## config.mk

```make
export PLATFORM = sky130hd
export DESIGN_NAME = snm_front
export DESIGN_NICKNAME = d
export VERILOG_FILES = /design/src/design/snm_pkg.sv /design/src/design/snm_front.sv
export SDC_FILE = /design/constraint.sdc
export NUM_CORES = 1
export LEC_CHECK = 0
export BUFFER_PORTS_ARGS = -buffer_cell sky130_fd_sc_hd__buf_4
export CORE_AREA = 2 2 124 126
export CTS_CLUSTER_SIZE = 8
export DETAILED_ROUTE_END_ITERATION = 8
export DIE_AREA = 0 0 126 128
export PLACE_DENSITY = 0.79
export SLEW_MARGIN = 20
export SYNTH_ARGS = -nofsm -noshare
export SYNTH_HDL_FRONTEND = slang
export SYNTH_SLANG_ARGS = --single-unit
```

## constraint.sdc

```tcl
create_clock -name clk -period 6.8 [get_ports clk]
set_clock_uncertainty 0.1 [all_clocks]
set_input_delay 1.36 -clock clk [delete_from_list [all_inputs] [get_ports clk]]
set_output_delay 1.36 -clock clk [all_outputs]
set_load 0.02 [all_outputs]
```

## src/design/snm_pkg.sv

```systemverilog
// ----------------------------------------------------------------------------
// snm_pkg
// Shared types and constants for the spatial node merge table.
// ----------------------------------------------------------------------------
package snm_pkg;

	localparam logic OP_ADD   = 1'b0;
	localparam logic OP_QUERY = 1'b1;

	localparam int COORD_BITS  = 20;
	localparam int MAXD_BITS   = 21;
	localparam int RADIUS_BITS = 20;

	localparam logic [9:0] REG_MERGE_RADIUS = 10'd0;

	// request passed from front to back, coordinates at full field width
	typedef struct packed {
		logic              op;
		logic signed [19:0] x;
		logic signed [19:0] y;
		logic signed [19:0] z;
		logic signed [20:0] maxd;
		logic              first;
		logic              lastp;
		logic              loop;
	} req_t;

	typedef struct packed {
		logic       found;
		logic [7:0] node_index;
		logic       node_added;
		logic       table_full;
		logic       edge_valid;
		logic [7:0] edge_from;
		logic [7:0] edge_to;
		logic       last;
	} res_t;

endpackage

```

## src/design/snm_front.sv

```systemverilog
// ----------------------------------------------------------------------------
// snm_front
// Input stage and two-entry request queue.
// ----------------------------------------------------------------------------
module snm_front import snm_pkg::*; (
	input  logic clk,
	input  logic arst_n,
	input  logic in_valid,
	output logic in_ready,
	input  req_t in_req,
	output logic q_valid,
	input  logic q_take,
	output req_t q_req
);
	req_t       mem_q [2];
	logic       wp_q, rp_q;
	logic [1:0] cnt_q;
	logic       push, pop;

	assign in_ready = (cnt_q != 2'd2);
	assign push     = in_valid && in_ready;
	assign q_valid  = (cnt_q != 2'd0);
	assign pop      = q_valid && q_take;
	assign q_req    = mem_q[rp_q];

	always_ff @(posedge clk) begin
		if (push) mem_q[wp_q] <= in_req;
	end

	always_ff @(posedge clk or negedge arst_n) begin
		if (!arst_n) begin
			wp_q <= 1'b0; rp_q <= 1'b0; cnt_q <= 2'd0;
		end else begin
			if (push) wp_q <= ~wp_q;
			if (pop) rp_q <= ~rp_q;
			cnt_q <= cnt_q + 2'(push) - 2'(pop);
		end
	end
endmodule

```

==> impl_metrics.yaml <==
run_status:
  status: "completed"
drt:
  routed_wl_um: 11400
  wl_per_cell_um: 17.0
  avgViaCountPerCell: 4.83
  firstDrtPassIters: 4
  vias: 3234
  antenna_left: 0
  drc: 0
  drt-initial-drc-count: 174
synth:
  synth_cell_type_count: 18
  yosys.area.top_type: "edfxtp_1"
  netlist_area_um2: 6540
  ys_warn_count: 0
  syn-instance-count: 282
  synth-seq-cells: 174
  synth_area_per_cell_um2: 23.2
  synth_top_area_share_pct: 78.1
  synth_area_leaders: "edfxtp_1, mux2_4, mux2_2"
  ys_seq_area_share_pct: 79.6
  syn-num-nets: 373
power_and_ir_drop:
  p_sw_uw: 1170
  p_per_area_nw_per_um2: 450
  switching_share_pct: 30.2
  seqPwrFrac_pct: 40.9
  p_int_uw: 2700
  comb_power_share_pct: 35.1
  clkPwrFrac_pct: 24.0
  power.leakage_uw: 0.00332
  ir_drop_mv: 0.241
cells_and_area:
  num_antenna_cells: 0
  drive_above_1_share_pct: 60.5
  fin_util_pct: 57.9
  nFillCells: 1140
  areaGrowthSynthToFinish_pct: 31.6
  mostFrequentLayoutCell: "buf_4"
  regArea_um2: 5210
  nNetsFinal: 561
  multiInputGateArea_um2: 1210
  mostFrequentLayoutCells: "buf_4, edfxtp_1, mux2_2"
  fin_area_um2: 8600
placement:
  placed_cell_area_um2: 8020
  gp_routability_congestion: 0.709
  hpwl_um: 7530
  place_ws_ns: 3.08
  portBuffers: 175
clocking:
  cts_setup_buffers: 0
  cts.sinks: 174
  cts_tree: "done"
  cts_inserted_buffers: 17
  root_buffer: "clkbuf_16"
  holdBufCountCts: 0
  clk_pin_slew_ns: 0.06
  clk_path_buf_depth: 2
  cts_resized: 0
  htree_levels: 4
  clkLatencyLatePin_ns: 0.41
setup_path:
  startpoint: "rp_q"
  crit_cells: 3
  cpLargestDelayFamily: "buffers and inverters"
  worst_setup_path_end_kind: "output pin"
  worstReg2RegStart: "cnt_q[1]"
  cp_max_fo: 46
  reg2reg_to: "mem_q[0][43]"
  path_class: "flop to output pin"
  crit_top_cell: "buf_4"
  crit_path_top_delay_cell: "dfrtp_4"
  max_stage_delay_ns: 0.84
  timing.critical_path.cells: "buf_4, mux2_2, buf_4"
  critPathBufInv: 2
  setup.worst_path.start_class: "flop"
  reg2reg_depth: 5
  reg2reg_slack_ns: 4.36
  arrival_ns: 2.57
  crit_path_end: "q_req[84]"
  worst_ep_required_time_ns: 5.34
sta:
  hold_violations: 0
  slew_viol_final: 0
  fin_crit_sh_pct: 59.3
  rsz0062_at_grt: "false"
  tightest_slew_ns: 0.699
  setup_viol: 0
  timing.fmax_mhz: 248
  slew_headroom_pct: 53.4
  final.setup.tns_ns: 0
  final.min_clock_period_ns: 4.03
  setup_ws_ns: 2.77
global_route:
  grt_use_total_pct: 14.2
  grt_pass1_wl_um: 17200
  grt_antenna_before_repair: 0
  grt_max_degree: 47
  grt_pass1_vias: 3475
  overflow: 0
die:
  start_util_pct: 44.0
  die_h_um: 128
  die_w_um: 126
  rows: 45
  dieArea_um2: 16100
  coreArea_um2: 14900
  ioPinCount: 176
flow_run:
  cap_violations: 0
hold_path:
  hold_path_class: "flop to flop"
kinds of logic (layout without fill, tap and decap cells):
group | after synthesis | after routing | synth area share, %
flip-flops | 174 | 174 | 79.6
multiplexers | 85 | 85 | 16.9
buffers and inverters | 11 | 210 | 1.99
AND/OR/NAND/NOR | 6 | 6 | 0.498
XOR/XNOR | 4 | 4 | 0.536
adder cells (fa/ha/maj) | 2 | 2 | 0.383
Yosys cell counts:
| master | instances |
|---|---|
| nand2b_1 | 1 |
| inv_1 | 1 |
| buf_8 | 1 |
| buf_2 | 4 |
| buf_12 | 4 |
| mux2_4 | 40 |
| mux2_2 | 45 |
| or2_2 | 1 |
| xnor2_1 | 3 |
| nand2_1 | 1 |
| edfxtp_1 | 170 |
| nor2_1 | 1 |
| xor2_1 | 1 |
| and3_1 | 1 |
| buf_6 | 1 |
| dfrtp_1 | 4 |
| ha_1 | 2 |
| and2_1 | 1 |
flip-flops by register name, indices dropped and copies added (netlist names):
register / cells
rp_q: 1
cnt_q: 2
wp_q: 1
mem_q: 170
how the worst min path moves through the flow:
| stage | start | slack [ns] | endpoint | cells past startpoint |
|---|---|---|---|---|
| global route | cnt_q[0] | 0.44 | cnt_q[0] | 1 |
| global placement | cnt_q[0] | 0.39 | cnt_q[0] | 1 |
| finish | cnt_q[0] | 0.43 | cnt_q[0] | 1 |
| CTS | cnt_q[0] | 0.43 | cnt_q[0] | 1 |
| detailed placement | cnt_q[0] | 0.43 | cnt_q[0] | 1 |
| floorplan | wp_q | 0.36 | wp_q | 1 |
layout make-up:
cell class / instances / area share (%)
sequential: 174 / 60.5
timing repair buffer: 179 / 16.1
multi-input combinational: 97 / 14.1
clock buffer: 20 / 5.08
tap: 188 / 2.73
clock inverter: 10 / 1.43
inverter: 1 / 0.0436
layer usage:
| layer | global-route usage (%) | vias up | share of wire [%] |
|---|---|---|---|
| met3 | 6.47 | 15 | 8.2 |
| li1 | - | 1486 | - |
| met2 | 24.1 | 120 | 51 |
| met1 | 16.0 | 1613 | 40 |
| met5 | 0 | - | 0 |
| met4 | 4.59 | 0 | 1.3 |
power by group through the flow:
stage | combinational, µW | clock, µW | sequential [µW]
global placement | 1340 | 0 | 1600
floorplan | 967 | 0 | 1550
detailed placement | 1370 | 0 | 1610
finish | 1360 | 928 | 1580
CTS | 1370 | 948 | 1590
global route | 1440 | 991 | 1610
metrics by stage:
stage                     power, µW  hold slack [ns]  instances
after floorplan                2520            0.361        282
after global placement         2940            0.394        637
after detailed placement       2980            0.425        638
after CTS                      3910            0.430        668
after global routing           4040            0.442        669
final                          3870            0.426        669
Power figures use the tool's default switching activity.
